## config.mk

```make
export PLATFORM = sky130hd
export DESIGN_NAME = bounded_list_deque_engine_core
export DESIGN_NICKNAME = d
export VERILOG_FILES = /design/src/rtl/bldq_pkg.sv /design/src/rtl/bounded_list_deque_engine_core.sv /design/src/rtl/bldq_ram.sv /design/src/rtl/bldq_ctrl.sv /design/src/rtl/bldq_dp.sv
export SDC_FILE = /design/constraint.sdc
export NUM_CORES = 2
export LEC_CHECK = 0
export BUFFER_PORTS_ARGS = -buffer_cell sky130_fd_sc_hd__buf_4
export CORE_AREA = 2 2 418 420
export DETAILED_ROUTE_END_ITERATION = 8
export DIE_AREA = 0 0 420 422
export GPL_TIMING_DRIVEN = 0
export PLACE_DENSITY = 0.76
export SLEW_MARGIN = 40
export SYNTH_ARGS = -nofsm -noshare
export SYNTH_HDL_FRONTEND = slang
export SYNTH_HIERARCHICAL = 1
export SYNTH_SLANG_ARGS = --single-unit
```

## constraint.sdc

```tcl
create_clock -name aclk -period 16.2 [get_ports aclk]
set_input_delay 0 -clock aclk [delete_from_list [all_inputs] [get_ports aclk]]
set_output_delay 0 -clock aclk [all_outputs]
set_load 0.005 [all_outputs]
```

## src/rtl/bldq_pkg.sv

```systemverilog
// ============================================================================
// bldq_pkg
// Shared field widths, command and status codes, and the controller/datapath
// interface types of the bounded list deque engine.
// ============================================================================
package bldq_pkg;

    localparam int CAPACITY_DEF = 64;

    localparam int ACT_W  = 3;
    localparam int WORD_W = 32;
    localparam int POS_W  = 6;
    localparam int ENT_W  = 7;
    localparam int STAT_W = 2;

    // stream packing
    localparam int S_TDATA_W = 40;   // word_in, position, zero pad
    localparam int S_POS_LSB = WORD_W;
    localparam int M_TDATA_W = 40;   // word_out, entries, zero pad
    localparam int M_ENT_LSB = WORD_W;

    localparam logic [ACT_W-1:0] ACT_PUSH_HEAD = 3'd0;
    localparam logic [ACT_W-1:0] ACT_PUSH_TAIL = 3'd1;
    localparam logic [ACT_W-1:0] ACT_POP_HEAD  = 3'd2;
    localparam logic [ACT_W-1:0] ACT_POP_TAIL  = 3'd3;
    localparam logic [ACT_W-1:0] ACT_INSERT    = 3'd4;
    localparam logic [ACT_W-1:0] ACT_EXTRACT   = 3'd5;

    localparam logic [STAT_W-1:0] ST_OK    = 2'd0;
    localparam logic [STAT_W-1:0] ST_EMPTY = 2'd1;
    localparam logic [STAT_W-1:0] ST_FULL  = 2'd2;
    localparam logic [STAT_W-1:0] ST_RANGE = 2'd3;

    // what an accepted transaction does to the store
    localparam logic [1:0] OP_NONE = 2'd0;
    localparam logic [1:0] OP_INS  = 2'd1;
    localparam logic [1:0] OP_REM  = 2'd2;

    typedef struct packed {
        logic load;        // capture the incoming transaction
        logic up_prime;    // first read of an upward shift
        logic up_step;     // move one entry up
        logic up_last;     // write the new word at its position
        logic dn_prime;    // read the word being removed
        logic dn_fetch;    // capture the removed word
        logic dn_step;     // move one entry down
        logic count_inc;
        logic count_dec;
        logic out_load;    // load the result register
    } cmd_t;

    typedef struct packed {
        logic [1:0] dec_op;          // op of the transaction at the input
        logic       up_at_pos;       // index equals target position
        logic       up_next_at_pos;  // index - 1 equals target position
        logic       dn_at_last;      // index + 1 equals count
        logic       dn_next_last;    // index + 2 equals count
    } sts_t;

endpackage

```

## src/rtl/bounded_list_deque_engine_core.sv

```systemverilog
// ============================================================================
// bounded_list_deque_engine_core
// Bounded ordered list of signed 32-bit words with head/tail push and pop and
// positional insert and extract.
// ============================================================================
// One transaction at a time. The list lives in a single-port-write,
// single-port-read RAM, so entries after the touched position are moved one
// per cycle. With n words stored, an insert at a position p below n moves the
// n - p words from p up by one and then writes the new word, an append (push
// tail, or insert at p = n) writes in place, a pop or extract at p moves the
// n - p - 1 words after p down, and a rejected or undefined command goes
// straight to the result. s_tready returns in the cycle after the result is
// loaded, and a new result waits in the engine while the previous one is still
// stalled on the output. Push tail and pop tail are therefore the fast operations,
// head operations the slowest. A new transaction is taken while the previous
// result still waits on the output. The store needs no clearing after reset.
module bounded_list_deque_engine_core #(
    parameter int CAPACITY = bldq_pkg::CAPACITY_DEF
) (
    input  logic                            aclk,
    input  logic                            aresetn,
    input  logic                            s_tvalid,
    output logic                            s_tready,
    input  logic [bldq_pkg::S_TDATA_W-1:0]  s_tdata,   // word_in[31:0], position[37:32]
    input  logic [bldq_pkg::ACT_W-1:0]      s_tuser,   // action[2:0]
    output logic                            m_tvalid,
    input  logic                            m_tready,
    output logic [bldq_pkg::M_TDATA_W-1:0]  m_tdata,   // word_out[31:0], entries[38:32]
    output logic [bldq_pkg::STAT_W-1:0]     m_tuser    // status[1:0]
);

    localparam int PAD_W = bldq_pkg::M_TDATA_W - bldq_pkg::WORD_W - bldq_pkg::ENT_W;

    bldq_pkg::cmd_t cmd;
    bldq_pkg::sts_t sts;

    logic signed [bldq_pkg::WORD_W-1:0] out_word;
    logic [bldq_pkg::ENT_W-1:0]         out_entries;

    bldq_ctrl u_ctrl (
        .clk      (aclk),
        .rstn     (aresetn),
        .s_tvalid (s_tvalid),
        .s_tready (s_tready),
        .m_tvalid (m_tvalid),
        .m_tready (m_tready),
        .sts      (sts),
        .cmd      (cmd)
    );

    bldq_dp #(
        .CAPACITY (CAPACITY)
    ) u_dp (
        .clk         (aclk),
        .rstn        (aresetn),
        .in_action   (s_tuser),
        .in_word     (s_tdata[bldq_pkg::WORD_W-1:0]),
        .in_position (s_tdata[bldq_pkg::S_POS_LSB +: bldq_pkg::POS_W]),
        .cmd         (cmd),
        .sts         (sts),
        .out_word    (out_word),
        .out_entries (out_entries),
        .out_status  (m_tuser)
    );

    assign m_tdata = {{PAD_W{1'b0}}, out_entries, out_word};

endmodule

```

## src/rtl/bldq_ram.sv

```systemverilog
// ============================================================================
// bldq_ram
// Simple dual-port RAM: one write port, one read port with registered data.
// ============================================================================
module bldq_ram #(
    parameter int WIDTH = 32,
    parameter int DEPTH = 64
) (
    input  logic                     clk,
    input  logic                     wr_en,
    input  logic [$clog2(DEPTH)-1:0] wr_addr,
    input  logic [WIDTH-1:0]         wr_data,
    input  logic                     rd_en,
    input  logic [$clog2(DEPTH)-1:0] rd_addr,
    output logic [WIDTH-1:0]         rd_data
);

    logic [WIDTH-1:0] mem [DEPTH];

    always_ff @(posedge clk) begin
        if (wr_en) begin
            mem[wr_addr] <= wr_data;
        end
        if (rd_en) begin
            rd_data <= mem[rd_addr];
        end
    end

endmodule

```

## src/rtl/bldq_ctrl.sv

```systemverilog
// ============================================================================
// bldq_ctrl
// Sequencer for the deque engine: accepts a transaction, walks the shift
// over the store one entry per cycle and hands the result to the output.
// ============================================================================
module bldq_ctrl (
    input  logic             clk,
    input  logic             rstn,
    input  logic             s_tvalid,
    output logic             s_tready,
    output logic             m_tvalid,
    input  logic             m_tready,
    input  bldq_pkg::sts_t   sts,
    output bldq_pkg::cmd_t   cmd
);

    localparam logic [2:0] S_IDLE     = 3'd0;
    localparam logic [2:0] S_UP_PRIME = 3'd1;
    localparam logic [2:0] S_UP_RUN   = 3'd2;
    localparam logic [2:0] S_UP_LAST  = 3'd3;
    localparam logic [2:0] S_DN_PRIME = 3'd4;
    localparam logic [2:0] S_DN_FETCH = 3'd5;
    localparam logic [2:0] S_DN_RUN   = 3'd6;
    localparam logic [2:0] S_FINISH   = 3'd7;

    logic [2:0] state_reg, state_next;
    logic       valid_reg, valid_next;

    always_comb begin
        cmd        = '0;
        state_next = state_reg;
        s_tready   = 1'b0;
        unique case (state_reg)
            S_IDLE: begin
                s_tready = 1'b1;
                if (s_tvalid) begin
                    cmd.load = 1'b1;
                    if (sts.dec_op == bldq_pkg::OP_INS) begin
                        state_next = S_UP_PRIME;
                    end else if (sts.dec_op == bldq_pkg::OP_REM) begin
                        state_next = S_DN_PRIME;
                    end else begin
                        state_next = S_FINISH;
                    end
                end
            end
            S_UP_PRIME: begin
                if (sts.up_at_pos) begin
                    // nothing to shift: write in place
                    cmd.up_last   = 1'b1;
                    cmd.count_inc = 1'b1;
                    state_next    = S_FINISH;
                end else begin
                    cmd.up_prime = 1'b1;
                    state_next   = S_UP_RUN;
                end
            end
            S_UP_RUN: begin
                cmd.up_step = 1'b1;
                if (sts.up_next_at_pos) begin
                    state_next = S_UP_LAST;
                end
            end
            S_UP_LAST: begin
                cmd.up_last   = 1'b1;
                cmd.count_inc = 1'b1;
                state_next    = S_FINISH;
            end
            S_DN_PRIME: begin
                cmd.dn_prime = 1'b1;
                state_next   = S_DN_FETCH;
            end
            S_DN_FETCH: begin
                cmd.dn_fetch = 1'b1;
                if (sts.dn_at_last) begin
                    cmd.count_dec = 1'b1;
                    state_next    = S_FINISH;
                end else begin
                    state_next = S_DN_RUN;
                end
            end
            S_DN_RUN: begin
                cmd.dn_step = 1'b1;
                if (sts.dn_next_last) begin
                    cmd.count_dec = 1'b1;
                    state_next    = S_FINISH;
                end
            end
            S_FINISH: begin
                if (!valid_reg || m_tready) begin
                    cmd.out_load = 1'b1;
                    state_next   = S_IDLE;
                end
            end
            default: begin
                state_next = S_IDLE;
            end
        endcase
    end

    always_comb begin
        valid_next = valid_reg;
        if (cmd.out_load) begin
            valid_next = 1'b1;
        end else if (m_tready) begin
            valid_next = 1'b0;
        end
    end

    always_ff @(posedge clk) begin
        if (!rstn) begin
            state_reg <= S_IDLE;
            valid_reg <= 1'b0;
        end else begin
            state_reg <= state_next;
            valid_reg <= valid_next;
        end
    end

    assign m_tvalid = valid_reg;

endmodule

```

## src/rtl/bldq_dp.sv

```systemverilog
// ============================================================================
// bldq_dp
// Datapath of the deque engine: command decode, occupancy, shift indexes,
// the sequence store and the result register.
// ============================================================================
module bldq_dp #(
    parameter int CAPACITY = bldq_pkg::CAPACITY_DEF
) (
    input  logic                              clk,
    input  logic                              rstn,
    input  logic [bldq_pkg::ACT_W-1:0]        in_action,
    input  logic signed [bldq_pkg::WORD_W-1:0] in_word,
    input  logic [bldq_pkg::POS_W-1:0]        in_position,
    input  bldq_pkg::cmd_t                    cmd,
    output bldq_pkg::sts_t                    sts,
    output logic signed [bldq_pkg::WORD_W-1:0] out_word,
    output logic [bldq_pkg::ENT_W-1:0]        out_entries,
    output logic [bldq_pkg::STAT_W-1:0]       out_status
);

    localparam int AW   = $clog2(CAPACITY);
    localparam int CW   = $clog2(CAPACITY + 1);
    localparam int CMPW = (CW > bldq_pkg::POS_W) ? CW : bldq_pkg::POS_W;

    logic [CW-1:0] count_reg, count_next;
    logic [CW-1:0] idx_reg, idx_next;
    logic [CW-1:0] pos_reg;
    logic [bldq_pkg::WORD_W-1:0] word_reg;
    logic [bldq_pkg::WORD_W-1:0] removed_reg;
    logic [bldq_pkg::STAT_W-1:0] status_reg;
    logic [bldq_pkg::WORD_W-1:0] m_word_reg;
    logic [bldq_pkg::ENT_W-1:0]  m_entries_reg;
    logic [bldq_pkg::STAT_W-1:0] m_status_reg;

    logic [bldq_pkg::STAT_W-1:0] dec_status;
    logic [1:0]                  dec_op;
    logic [CW-1:0]               dec_pos;
    logic                        full, empty;
    logic [CMPW-1:0]             pos_w, cnt_w;

    logic [CW-1:0] idx_m1, idx_m2, idx_p1, idx_p2;

    logic                        rd_en, wr_en;
    logic [AW-1:0]               rd_addr, wr_addr;
    logic [bldq_pkg::WORD_W-1:0] wr_data, rd_data;

    // ---- decode of the transaction at the input
    always_comb begin
        full       = (count_reg == CW'(CAPACITY));
        empty      = (count_reg == '0);
        pos_w      = CMPW'(in_position);
        cnt_w      = CMPW'(count_reg);
        dec_status = bldq_pkg::ST_OK;
        dec_op     = bldq_pkg::OP_NONE;
        dec_pos    = CW'(in_position);
        unique case (in_action) inside
            bldq_pkg::ACT_PUSH_HEAD, bldq_pkg::ACT_PUSH_TAIL, bldq_pkg::ACT_INSERT: begin
                if (full) begin
                    dec_status = bldq_pkg::ST_FULL;
                end else if (in_action == bldq_pkg::ACT_PUSH_HEAD) begin
                    dec_op  = bldq_pkg::OP_INS;
                    dec_pos = '0;
                end else if (in_action == bldq_pkg::ACT_PUSH_TAIL) begin
                    dec_op  = bldq_pkg::OP_INS;
                    dec_pos = count_reg;
                end else if (pos_w > cnt_w) begin
                    dec_status = bldq_pkg::ST_RANGE;
                end else begin
                    dec_op = bldq_pkg::OP_INS;
                end
            end
            bldq_pkg::ACT_POP_HEAD, bldq_pkg::ACT_POP_TAIL, bldq_pkg::ACT_EXTRACT: begin
                if (empty) begin
                    dec_status = bldq_pkg::ST_EMPTY;
                end else if (in_action == bldq_pkg::ACT_POP_HEAD) begin
                    dec_op  = bldq_pkg::OP_REM;
                    dec_pos = '0;
                end else if (in_action == bldq_pkg::ACT_POP_TAIL) begin
                    dec_op  = bldq_pkg::OP_REM;
                    dec_pos = count_reg - CW'(1);
                end else if (pos_w >= cnt_w) begin
                    dec_status = bldq_pkg::ST_RANGE;
                end else begin
                    dec_op = bldq_pkg::OP_REM;
                end
            end
            default: begin
                // undefined actions leave everything as is
                dec_status = bldq_pkg::ST_OK;
            end
        endcase
    end

    // ---- shift indexes and status toward the controller
    always_comb begin
        idx_m1 = idx_reg - CW'(1);
        idx_m2 = idx_reg - CW'(2);
        idx_p1 = idx_reg + CW'(1);
        idx_p2 = idx_reg + CW'(2);

        sts.dec_op         = dec_op;
        sts.up_at_pos      = (idx_reg == pos_reg);
        sts.up_next_at_pos = (idx_m1 == pos_reg);
        sts.dn_at_last     = (idx_p1 == count_reg);
        sts.dn_next_last   = (idx_p2 == count_reg);
    end

    // ---- store port control
    always_comb begin
        rd_en   = 1'b0;
        rd_addr = idx_m1[AW-1:0];
        wr_en   = 1'b0;
        wr_addr = idx_reg[AW-1:0];
        wr_data = rd_data;
        if (cmd.up_prime) begin
            rd_en   = 1'b1;
            rd_addr = idx_m1[AW-1:0];
        end
        if (cmd.up_step) begin
            wr_en = 1'b1;
            if (!sts.up_next_at_pos) begin
                rd_en   = 1'b1;
                rd_addr = idx_m2[AW-1:0];
            end
        end
        if (cmd.up_last) begin
            wr_en   = 1'b1;
            wr_addr = pos_reg[AW-1:0];
            wr_data = word_reg;
        end
        if (cmd.dn_prime) begin
            rd_en   = 1'b1;
            rd_addr = pos_reg[AW-1:0];
        end
        if (cmd.dn_fetch && !sts.dn_at_last) begin
            rd_en   = 1'b1;
            rd_addr = idx_p1[AW-1:0];
        end
        if (cmd.dn_step) begin
            wr_en = 1'b1;
            if (!sts.dn_next_last) begin
                rd_en   = 1'b1;
                rd_addr = idx_p2[AW-1:0];
            end
        end
    end

    bldq_ram #(
        .WIDTH (bldq_pkg::WORD_W),
        .DEPTH (CAPACITY)
    ) u_store (
        .clk     (clk),
        .wr_en   (wr_en),
        .wr_addr (wr_addr),
        .wr_data (wr_data),
        .rd_en   (rd_en),
        .rd_addr (rd_addr),
        .rd_data (rd_data)
    );

    always_comb begin
        count_next = count_reg;
        if (cmd.count_inc) begin
            count_next = count_reg + CW'(1);
        end else if (cmd.count_dec) begin
            count_next = count_reg - CW'(1);
        end

        idx_next = idx_reg;
        if (cmd.load) begin
            // inserts shift from the tail down to the target, removals upward
            idx_next = (dec_op == bldq_pkg::OP_INS) ? count_reg : dec_pos;
        end else if (cmd.up_step) begin
            idx_next = idx_m1;
        end else if (cmd.dn_step) begin
            idx_next = idx_p1;
        end
    end

    always_ff @(posedge clk) begin
        if (!rstn) begin
            count_reg <= '0;
        end else begin
            count_reg <= count_next;
        end
    end

    always_ff @(posedge clk) begin
        idx_reg <= idx_next;
        if (cmd.load) begin
            pos_reg     <= dec_pos;
            word_reg    <= in_word;
            removed_reg <= '0;
            status_reg  <= dec_status;
        end
        if (cmd.dn_fetch) begin
            removed_reg <= rd_data;
        end
        if (cmd.out_load) begin
            m_word_reg    <= removed_reg;
            m_entries_reg <= bldq_pkg::ENT_W'(count_reg);
            m_status_reg  <= status_reg;
        end
    end

    assign out_word    = m_word_reg;
    assign out_entries = m_entries_reg;
    assign out_status  = m_status_reg;

endmodule

```

==> results.cfg <==
[critical_path]
worstPathRequired_ns = 16.89
startpoint_type = flip-flop
setup.worst_path.end_class = flip-flop
cp_max_fo = 10
cp.arrival_ns = 8.40
r2r_cells = 21
r2r_end = u_dp/u_store/rd_data[16]
r2r_slack_ns = 8.49
path_class = reg -> reg
r2r-start = u_dp/idx_reg[0]

[synth]
async_flop_share_pct = 0
synth_fa_ha_area_share_pct = 0.233
synth_edf_count = 2201
synth_top_family_by_area = multiplexers
ys_seq_elements = 2212
synth-xor-area-share_pct = 0.469
synth_area_leaders = edfxtp_1 77%, mux4_2 14%, mux2i_1 1.2%, nor2_1 0.73%, o22ai_1 0.66%
ys_seq_area_share_pct = 77.2
synth-simple-area-share_pct = 2.35
ys_types = 71
synth_compound_area_share_pct = 2.48
synth.area.mux_share_pct = 15.9
synthesis.area_mm2 = 0.0859
avgSynthCellArea_um2 = 21.8
syn_inst = 3938
synthDominantCellAreaShare_pct = 76.9
synth_nets = 4001
yosys.area.top_type = edfxtp_1
synth-main-ff-cell = edfxtp_1
yosysWarnings = 6

[cts]
cts_hold_buf = 86
postCtsSetupBuffers = 0
path_clk_slew_ns = 0.07
cts_root_buffer = clkbuf_16
cts_max_level = 4
ctsResizeCount = 0
cts_sinks = 2212
clockBufferDepth = 3
insertion_delay_ns = 0.88
cts_tree = yes
cts_buffers = 203

[sta]
max_slew_margin_pct = 26.2
fin_skew_ns = 0.0743
fmax_mhz = 130
rsz0062_at_grt = no
hold_viol_final = 0
tightest_slew_ns = 1.11
period_minus_slack_ns = 7.71
finalCritPeriodShare_pct = 47.6
fin_tns_setup_ns = 0
slew_viol_final = 0
setup_viol = 0

[global_route]
grt_pass1_wl_mm = 385
grt_usage_pct = 31.9
grt_max_degree = 65
antenna_found_initial = 7
overflow = 0
grt_pass1_vias = 48300

[drt]
drt-initial-drc-count = 9658
via_count = 48700
wl_mm = 283
ant_nets = 0
vias_per_cell = 6.97
first_pass_iters = 9
wl_per_cell_um = 40.6
route.detailed.drc = 0

[min_path]
holdPathEnd = u_dp/pos_reg[2]
min_path_cells = 5
min-delay-start = s_tuser[0]
hold_class = in -> reg

[floorplanning]
die_h_um = 422
dieArea_mm2 = 0.177
initial_core_util_pct = 49.7
num_rows = 153
design.core.area_mm2 = 0.173
die_x_um = 420
ios = 91

[finish]
largest_reg_flops = 2048
regMostFlops = u_dp/u_store/mem
multi_input_area_mm2 = 0.0192
fillerInstances = 11500
seq_area_mm2 = 0.0663
final_common_cell = edfxtp_1
nets = 4555
drive_gt1_share_pct = 29.8
syn2layout_area_growth_pct = 18.0
final_cell_mix = 2201 x edfxtp_1, 544 x mux4_2, 208 x clkbuf_16

[place]
hpwl_mm = 168
io_buffers = 85
globalplace.congestion = 0.884

[status]
status = finished, final reports clean

[flow_run]
maxCapViolations = 0
[synthesized netlist by cell type, drive strengths merged (2+ instances only)]
cell type  instances
edfxtp          2201
ha                16
o221ai            30
a22oi             14
buf              123
clkbuf           104
or2                4
o211ai             4
a311oi             8
nor2b             23
or3               10
and2              46
nor4               2
a211o              3
a41o               4
xnor2             31
nor3              21
dfxtp             11
a21o               2
inv               20
nand2b            16
nand3b            11
nand4b             3
and4               2
nor2             168
and3              11
nor3b              3
mux4             544
a211oi             7
nand3             22
mux2              34
or3b               6
a21oi             89
nand2             58
o32ai              4
o22a               2
a221oi             3
xor2              15
a31oi             12
mux2i            101
o21a               9
nand4              4
o22ai             90
o21ai             30
[logic make-up after synthesis]
logic type,Yosys count
mux,679
xor+xnor,46
simple gates,411
flops,2212
compound gates,325
other cells,1
fa+ha+maj,16
buf+inv,248
[through the flow]
stage | worst slack [ns] | cell area [um^2] | hold WS [ns] | instances | util, %
2_1_floorplan | 10.71 | 85900 | 0.0989 | 3938 | -
3_3_place_gp | 6.29 | 89400 | 0.179 | 6348 | 51.7
3_5_place_dp | 8.77 | 93700 | 0.179 | 6520 | 54.2
4_1_cts | 8.69 | 101000 | 0.0767 | 6977 | 58.5
5_1_grt | 8.66 | 101000 | 0.146 | 6983 | 58.6
6_report | 8.49 | 101000 | 0.0950 | 6985 | 58.6
[worst max-delay path: stages, from the launching register on]
cell and delay (ns):
edfxtp_1 0.34, buf_2 0.21, clkbuf_1 0.41, inv_1 0.18
ha_1 0.31, clkbuf_1 0.35, xnor2_1 0.13, or3_1 0.38
a2111oi_4 0.53, nor2b_2 0.09, buf_6 0.16, a32o_1 0.22
a31oi_1 0.31, buf_2 0.47, buf_2 0.46, buf_2 0.39
clkbuf_1 0.58, buf_2 0.59, mux2i_1 0.14, a21oi_1 0.89
a21oi_1 0.16, nor2_1 0.23
[area by class of cell]
type                       instances  share of cell area [%]
antenna                            2                 0.00494
buffer                           227                    1.16
clock buffer                     248                    5.29
clock inverter                   123                    1.20
inverter                          21                  0.0778
multi-input combinational       1478                    18.9
sequential                      2212                    65.4
tap                             2325                    2.87
timing repair buffer             349                    5.04
[per-layer routing]
metal,GRT usage [%],part of all wire [%]
met4,21.9,9.4
met2,48.8,45
met3,11.3,16
met5,0,0.016
met1,38.0,30
[worst max path at each step]
| stage | startpoint | end | cells past startpoint |
|---|---|---|---|
| CTS | u_dp/idx_reg[0] | u_dp/u_store/rd_data[16] | 20 |
| global route | u_dp/idx_reg[0] | u_dp/u_store/rd_data[25] | 21 |
| floorplan | u_dp/idx_reg[3] | u_dp/u_store/mem[49][0] | 15 |
| finish | u_dp/idx_reg[0] | u_dp/u_store/rd_data[16] | 21 |
| detailed placement | u_dp/idx_reg[0] | u_dp/u_store/rd_data[13] | 18 |
| global placement | u_dp/idx_reg[3] | u_dp/u_store/mem[48][23] | 15 |
Power is not shown: default switching activity piles up to over one toggle a cycle in this logic, so the estimate is an artifact.
